$ cat src/rtl/core/rgss_pkg.sv
// ----------------------------------------------------------------------------
// rgss_pkg
// Shared types, widths and signature constants of the return-gadget scanner.
// ----------------------------------------------------------------------------
package rgss_pkg;

  localparam int unsigned CountBitsDefault = 32;
  localparam int unsigned CodeW            = 8;
  localparam int unsigned AddrW            = 64;
  localparam int unsigned ClsW             = 4;
  localparam int unsigned TotalW           = 32;
  localparam int unsigned NumClasses       = 10;
  localparam int unsigned HistBytes        = 3;
  localparam int unsigned HistW            = HistBytes * CodeW;
  localparam int unsigned LimitW           = 5;

  localparam int unsigned InDataW  = 72;
  localparam int unsigned OutDataW = 136;

  localparam logic [CodeW-1:0] RetByte = 8'hC3;

  localparam logic [ClsW-1:0] ClsPopRdi  = 4'd0;
  localparam logic [ClsW-1:0] ClsPopRsi  = 4'd1;
  localparam logic [ClsW-1:0] ClsPopRdx  = 4'd2;
  localparam logic [ClsW-1:0] ClsPopRcx  = 4'd3;
  localparam logic [ClsW-1:0] ClsPopRax  = 4'd4;
  localparam logic [ClsW-1:0] ClsSyscall = 4'd5;
  localparam logic [ClsW-1:0] ClsXorRax  = 4'd6;
  localparam logic [ClsW-1:0] ClsXorEax  = 4'd7;
  localparam logic [ClsW-1:0] ClsLeave   = 4'd8;
  localparam logic [ClsW-1:0] ClsOther   = 4'd9;

  typedef struct packed {
    logic            is_return;
    logic [ClsW-1:0] gclass;
    logic [1:0]      back;
  } rgss_match_t;

  function automatic logic [LimitW-1:0] show_limit(input logic [ClsW-1:0] cls);
    logic [LimitW-1:0] lim;
    case (cls)
      ClsPopRdi:            lim = 5'd20;
      ClsPopRsi, ClsPopRdx: lim = 5'd15;
      default:              lim = 5'd10;
    endcase
    return lim;
  endfunction

endpackage

$ cat src/rtl/core/rgss_classify.sv
// ----------------------------------------------------------------------------
// rgss_classify
// First-match classification of a return byte against the suffix signatures.
// ----------------------------------------------------------------------------
module rgss_classify
  import rgss_pkg::*;
(
  input  logic [CodeW-1:0] code_byte_i,
  input  logic [HistW-1:0] hist_i,
  input  logic [1:0]       fill_i,
  output rgss_match_t      match_o
);

  logic [CodeW-1:0] h1, h2, h3;
  logic             f1, f2, f3;

  assign h1 = hist_i[7:0];
  assign h2 = hist_i[15:8];
  assign h3 = hist_i[23:16];
  assign f1 = (fill_i >= 2'd1);
  assign f2 = (fill_i >= 2'd2);
  assign f3 = (fill_i == 2'd3);

  always_comb begin
    match_o.is_return = (code_byte_i == RetByte);
    match_o.gclass    = ClsOther;
    match_o.back      = 2'd0;
    if (f1 && h1 == 8'h5F) begin
      match_o.gclass = ClsPopRdi;
      match_o.back   = 2'd1;
    end else if (f1 && h1 == 8'h5E) begin
      match_o.gclass = ClsPopRsi;
      match_o.back   = 2'd1;
    end else if (f1 && h1 == 8'h5A) begin
      match_o.gclass = ClsPopRdx;
      match_o.back   = 2'd1;
    end else if (f1 && h1 == 8'h59) begin
      match_o.gclass = ClsPopRcx;
      match_o.back   = 2'd1;
    end else if (f1 && h1 == 8'h58) begin
      match_o.gclass = ClsPopRax;
      match_o.back   = 2'd1;
    end else if (f2 && h2 == 8'h0F && h1 == 8'h05) begin
      match_o.gclass = ClsSyscall;
      match_o.back   = 2'd2;
    end else if (f3 && h3 == 8'h48 && h2 == 8'h31 && h1 == 8'hC0) begin
      match_o.gclass = ClsXorRax;
      match_o.back   = 2'd3;
    end else if (f2 && h2 == 8'h31 && h1 == 8'hC0) begin
      match_o.gclass = ClsXorEax;
      match_o.back   = 2'd2;
    end else if (f1 && h1 == 8'hC9) begin
      match_o.gclass = ClsLeave;
      match_o.back   = 2'd1;
    end
  end

endmodule

$ cat src/rtl/core/ret_gadget_signature_scanner_core.sv
// ----------------------------------------------------------------------------
// ret_gadget_signature_scanner_core
// Classifies return bytes of a code stream and keeps saturating class counts.
// ----------------------------------------------------------------------------
// Path: an accepted input beat is registered in the input register and then
//   in the result register. Throughput: one beat per cycle unless m_axis_tready
//   stalls the result; the classify/count logic sits between the two registers.
// Reset: rst_ni clears history, fill, all counters and both valid flags.
// ----------------------------------------------------------------------------
module ret_gadget_signature_scanner_core
  import rgss_pkg::*;
#(
  parameter int unsigned COUNT_BITS = CountBitsDefault
) (
  input  logic                clk_i,
  input  logic                rst_ni,
  input  logic                s_axis_tvalid,
  output logic                s_axis_tready,
  // [7:0] code_byte, [71:8] byte_address
  input  logic [InDataW-1:0]  s_axis_tdata,
  // [0] section_first
  input  logic                s_axis_tuser,
  output logic                m_axis_tvalid,
  input  logic                m_axis_tready,
  // [3:0] gadget_class, [67:4] gadget_start, [68] report_flag,
  // [100:69] class_total, [132:101] all_total, [135:133] zero
  output logic [OutDataW-1:0] m_axis_tdata,
  // [0] is_return
  output logic                m_axis_tuser
);

  localparam logic [COUNT_BITS-1:0] CountMax = {COUNT_BITS{1'b1}};

  logic              a_valid_q;
  logic [CodeW-1:0]  a_byte_q;
  logic [AddrW-1:0]  a_addr_q;
  logic              a_first_q;

  logic [HistW-1:0]      hist_q;
  logic [1:0]            fill_q;
  logic [COUNT_BITS-1:0] cnt_q [NumClasses];
  logic [COUNT_BITS-1:0] ret_q;

  logic                  m_valid_q;
  logic [OutDataW-1:0]   m_data_q;
  logic                  m_user_q;

  logic                  adv;
  logic [HistW-1:0]      hist_eff;
  logic [1:0]            fill_eff;
  rgss_match_t           match;
  logic [COUNT_BITS-1:0] cnt_cur, cnt_new, ret_new, ret_shown;
  logic [COUNT_BITS+TotalW-1:0] cnt_ext, ret_ext;
  logic [AddrW-1:0]      start;
  logic                  report;
  logic [OutDataW-1:0]   m_data_d;

  assign adv           = a_valid_q && (!m_valid_q || m_axis_tready);
  assign s_axis_tready = !a_valid_q || adv;

  assign hist_eff = a_first_q ? '0 : hist_q;
  assign fill_eff = a_first_q ? 2'd0 : fill_q;

  rgss_classify u_classify (
    .code_byte_i (a_byte_q),
    .hist_i      (hist_eff),
    .fill_i      (fill_eff),
    .match_o     (match)
  );

  assign cnt_cur   = cnt_q[match.gclass];
  assign cnt_new   = (cnt_cur == CountMax) ? cnt_cur : cnt_cur + 1'b1;
  assign ret_new   = (ret_q == CountMax) ? ret_q : ret_q + 1'b1;
  assign ret_shown = match.is_return ? ret_new : ret_q;
  assign cnt_ext   = {{TotalW{1'b0}}, cnt_new};
  assign ret_ext   = {{TotalW{1'b0}}, ret_shown};
  assign start     = a_addr_q - {{(AddrW-2){1'b0}}, match.back};
  assign report    = (match.gclass != ClsOther) &&
                     (cnt_new <= COUNT_BITS'(show_limit(match.gclass)));

  always_comb begin
    m_data_d          = '0;
    m_data_d[132:101] = ret_ext[TotalW-1:0];
    if (match.is_return) begin
      m_data_d[3:0]    = match.gclass;
      m_data_d[67:4]   = start;
      m_data_d[68]     = report;
      m_data_d[100:69] = cnt_ext[TotalW-1:0];
    end
  end

  always_ff @(posedge clk_i or negedge rst_ni) begin
    if (!rst_ni) begin
      a_valid_q <= 1'b0;
    end else if (s_axis_tready) begin
      a_valid_q <= s_axis_tvalid;
    end
  end

  always_ff @(posedge clk_i) begin
    if (s_axis_tready && s_axis_tvalid) begin
      a_byte_q  <= s_axis_tdata[7:0];
      a_addr_q  <= s_axis_tdata[71:8];
      a_first_q <= s_axis_tuser;
    end
  end

  always_ff @(posedge clk_i or negedge rst_ni) begin
    if (!rst_ni) begin
      hist_q <= '0;
      fill_q <= 2'd0;
      ret_q  <= '0;
      for (int i = 0; i < NumClasses; i++) begin
        cnt_q[i] <= '0;
      end
    end else if (adv) begin
      hist_q <= {hist_eff[15:0], a_byte_q};
      fill_q <= (fill_eff == 2'd3) ? 2'd3 : fill_eff + 2'd1;
      if (match.is_return) begin
        cnt_q[match.gclass] <= cnt_new;
        ret_q               <= ret_new;
      end
    end
  end

  always_ff @(posedge clk_i or negedge rst_ni) begin
    if (!rst_ni) begin
      m_valid_q <= 1'b0;
    end else if (adv) begin
      m_valid_q <= 1'b1;
    end else if (m_axis_tready) begin
      m_valid_q <= 1'b0;
    end
  end

  always_ff @(posedge clk_i) begin
    if (adv) begin
      m_data_q <= m_data_d;
      m_user_q <= match.is_return;
    end
  end

  assign m_axis_tvalid = m_valid_q;
  assign m_axis_tdata  = m_data_q;
  assign m_axis_tuser  = m_user_q;

endmodule

$ cat config.mk
export PLATFORM = sky130hd
export DESIGN_NAME = ret_gadget_signature_scanner_core
export DESIGN_NICKNAME = d
export VERILOG_FILES = /design/src/rtl/core/rgss_pkg.sv /design/src/rtl/core/rgss_classify.sv /design/src/rtl/core/ret_gadget_signature_scanner_core.sv
export SDC_FILE = /design/constraint.sdc
export NUM_CORES = 1
export LEC_CHECK = 0
export CORE_MARGIN = 2
export CORE_UTILIZATION = 24
export CTS_CLUSTER_DIAMETER = 40
export DETAILED_ROUTE_END_ITERATION = 7
export DONT_BUFFER_PORTS = 1
export PLACE_DENSITY_LB_ADDON = 0.08
export SLEW_MARGIN = 40
export SYNTH_ARGS = -nofsm -noshare
export SYNTH_HDL_FRONTEND = slang
export SYNTH_HIERARCHICAL = 1
export SYNTH_SLANG_ARGS = --single-unit
$ cat constraint.sdc
create_clock -name clk_i -period 17.3 [get_ports clk_i]
set_input_delay 0.865 -clock clk_i [delete_from_list [all_inputs] [get_ports clk_i]]
set_output_delay 0.865 -clock clk_i [all_outputs]
set_load 0.01 [all_outputs]
==> out/results.txt <==
Status: finished clean
Peak supply drop: 0.102 mV
Max Freq: 0.116 GHz
Final hold vios: 0
Placer Congestion: 0.776
Max clock buf depth: 3
Fill cell count: 11,300
Pleak: 15.3 nW
CP Data Arrival Time: 9.17 ns
Depth of the CTS H-tree: 4
Worst EP required: 17.83 ns
Via count: 17,800
Async SR Flop Fraction: 64.7%
Stages on the worst setup path: 25
Clk sink count: 587
Num CTS Buffers: 136
Total Routing Usage GR: 15.0%
Routed wire per std cell: 21.7 um
WL final: 85.9 mm
Max_cap viols: 0
Die Span X: 339 um
Global-route track usage on met2: 23.9%
Synth cell count leaders: 473 x nand2_1, 380 x dfrtp_1, 207 x edfxtp_1
Leading area contributor after synthesis: dfrtp_1
Multi-input gate area: 0.0106 mm^2
Main synth FF type: dfrtp_1
# IOs: 216
Hold Crit Class: in -> reg
Seq pwr share: 36.1%
Final setup viols: 0
Fin area: 0.0336 mm^2
Vias/cell: 4.49
RSZ-0062 raised after global routing: false
Area share of the largest cell type after synthesis: 35.4%
Dpl hpwl: 51.8 mm
First-pass GRT wire length: 128 mm
Initial Util: 24.2%
Fin Setup TNS: 0 ns
Post-Place Setup Slack: 8.08 ns
PD cells: 126 mW/mm^2
Sequential Area: 0.0157 mm^2
Cells after synthesis: 2,311
EDFF count, synth: 207
Antenna-violating nets left: 0
Yosys cell types: 69
Worst-Margin Slew: 0.831 ns
Setup ws final: 8.66 ns
Global routing's busiest layer: met2
Depth of the worst register-to-register path: 25
Die Ht: 339 um
Pint: 3.29 mW
Power share of the combinational group: 2.3%
Worst slew margin: 44.4%
Worst clock skew: 0.0289 ns
Sw frac: 22.3%
Gr ovfl total: 0
Met3 usage: 3.94%
Final period util: 49.9%
Max incr delay on CP: 0.65 ns
Mapped cell area: 0.0269 mm^2
Final Util: 30.3%
Drt drc: 0
Post-synthesis register bit count: 587
R2R setup slack: 8.66 ns
Largest net degree at the start of global routing: 381
CP max stage cell: or4_1
Critical path class: reg -> reg
CP Max Fanout: 34
P&R area growth vs syn: 24.9%
Die area: 0.115 mm^2
Most frequent cell after synthesis: nand2_1
Fin nets: 2,441
Vias in the first global route: 18,800
1st-pass router iterations: 5
Crit start category: flop
PortBufs: 0
Post-CTS Setup Inserts: 0
Top delay family on crit path: simple AND/OR/NAND/NOR gates
WP buf/inv: 4
Met1 GRT Util: 19.3%
Rows: 122
Ratio of cells with drive above 1 in the final layout: 21.2%
Core area: 0.111 mm^2
CP Capture Type: flop
Final Max Slew Viols: 0
Worst-Skew Late Latency: 0.73 ns
CTS tree: built
Final Critical Period: 8.64 ns
CTS clk-pin slew, worst paths: 0.05 ns
Hold depth: 0
Seq/Total Area, Yosys: 58.5%
Cell Area, Placed: 0.0287 mm^2
CTS root buffer: clkbuf_16
Switch Pwr: 0.946 mW
Synth warn: 6
Initial antenna violation count: 3
Top cells by area, synth: dfrtp_1 35%, edfxtp_1 23%, mux2_2 7.8%
Clock Power Share: 61.6%
Syn Area/Cell: 11.6 um^2
Iter 0 DRT Violations: 1,145
==> worst paths after layout <==
| path | end | startpoint |
|---|---|---|
| min | a_addr_q[54] | s_axis_tdata[62] |
| min reg2reg | hist_q[0] | hist_q[0] |
| max | m_axis_tdata[68] | a_first_q |
| max reg2reg | m_axis_tdata[68] | a_first_q |
| max in group asynchronous | hist_q[0] | rst_ni |
| min in group asynchronous | cnt_q[22] | rst_ni |
==> power by group through the flow <==
stage | clock (mW) | combinational [mW] | sequential, mW
after floorplan | 0 | 0.0545 | 1.54
after global placement | 0 | 0.0728 | 1.56
after detailed placement | 0 | 0.0755 | 1.55
after CTS | 2.69 | 0.0959 | 1.53
after global routing | 2.76 | 0.110 | 1.53
final | 2.61 | 0.0966 | 1.53
==> per-layer routing <==
layer / vias to the layer above / wire length, um
li1: 8230 / -
met1: 8944 / 38400
met2: 417 / 40300
met3: 168 / 4380
met4: 4 / 2800
met5: - / 27
==> area by class of cell <==
type / instances / area share, %
Inverter: 14 / 0.179
Tap cell: 1488 / 5.55
Clock inverter: 60 / 2.44
Clock buffer: 191 / 11.5
Sequential cell: 587 / 46.9
Multi-Input combinational cell: 1560 / 31.7
Antenna cell: 2 / 0.0149
Timing Repair Buffer: 55 / 1.69
==> sequential cells by signal (all words and copies together) (netlist names), 2 cells and up <==
name,count
a_addr_q,64
a_byte_q,8
cnt_q,320
fill_q,2
hist_q,24
m_axis_tdata,133
ret_q,32
==> stage by stage <==
step	instances	hold slack [ns]	total power [mW]
2_1_floorplan	2313	0.438	1.60
3_3_place_gp	3694	0.456	1.63
3_5_place_dp	3696	0.461	1.63
4_1_cts	3948	0.157	4.32
5_1_grt	3956	0.174	4.41
6_report	3957	0.229	4.24
==> kinds of logic after synthesis <==
family                   Yosys count  synth area share (%)
XOR/XNOR                         133                  4.34
AND/OR/NAND/NOR                  888                  15.2
buffers and inverters            166                  2.85
AO/OA/AOI/OAI                    182                  4.54
multiplexers                     344                  14.0
other                              1                0.0140
flip-flops                       587                  58.5
adder cells (fa/ha/maj)           10                 0.494
==> placed cells by master, fill, tap and decap left out, drive strengths merged, types with 7 or more instances in the layout <==
cell type	netlist	layout
inv	13	22
mux2	185	185
nand2b	18	18
or4	15	15
nor2	137	137
nor3	34	34
xor2	52	52
dfrtp	380	380
or3	25	25
xnor2	81	81
o31ai	9	9
and2	40	40
mux2i	151	151
clkinvlp	0	9
clkbuf	108	191
a22o	10	10
buf	44	54
nor4	27	27
bufinv	0	14
a21oi	19	19
and3	7	7
nor2b	34	34
nand2	473	473
ha	9	9
clkinv	1	29
a31oi	27	27
a22oi	46	46
o21ai	42	42
mux4	8	8
edfxtp	207	207
nand3	31	31
nand4	17	17
==> repair_timing <==
item | in CTS | in global routing
hold buffers | 1 | 1
endpoints found under the hold margin | 380 | 35
resized for setup | 0 | 0
Power figures use the tool's default switching activity.
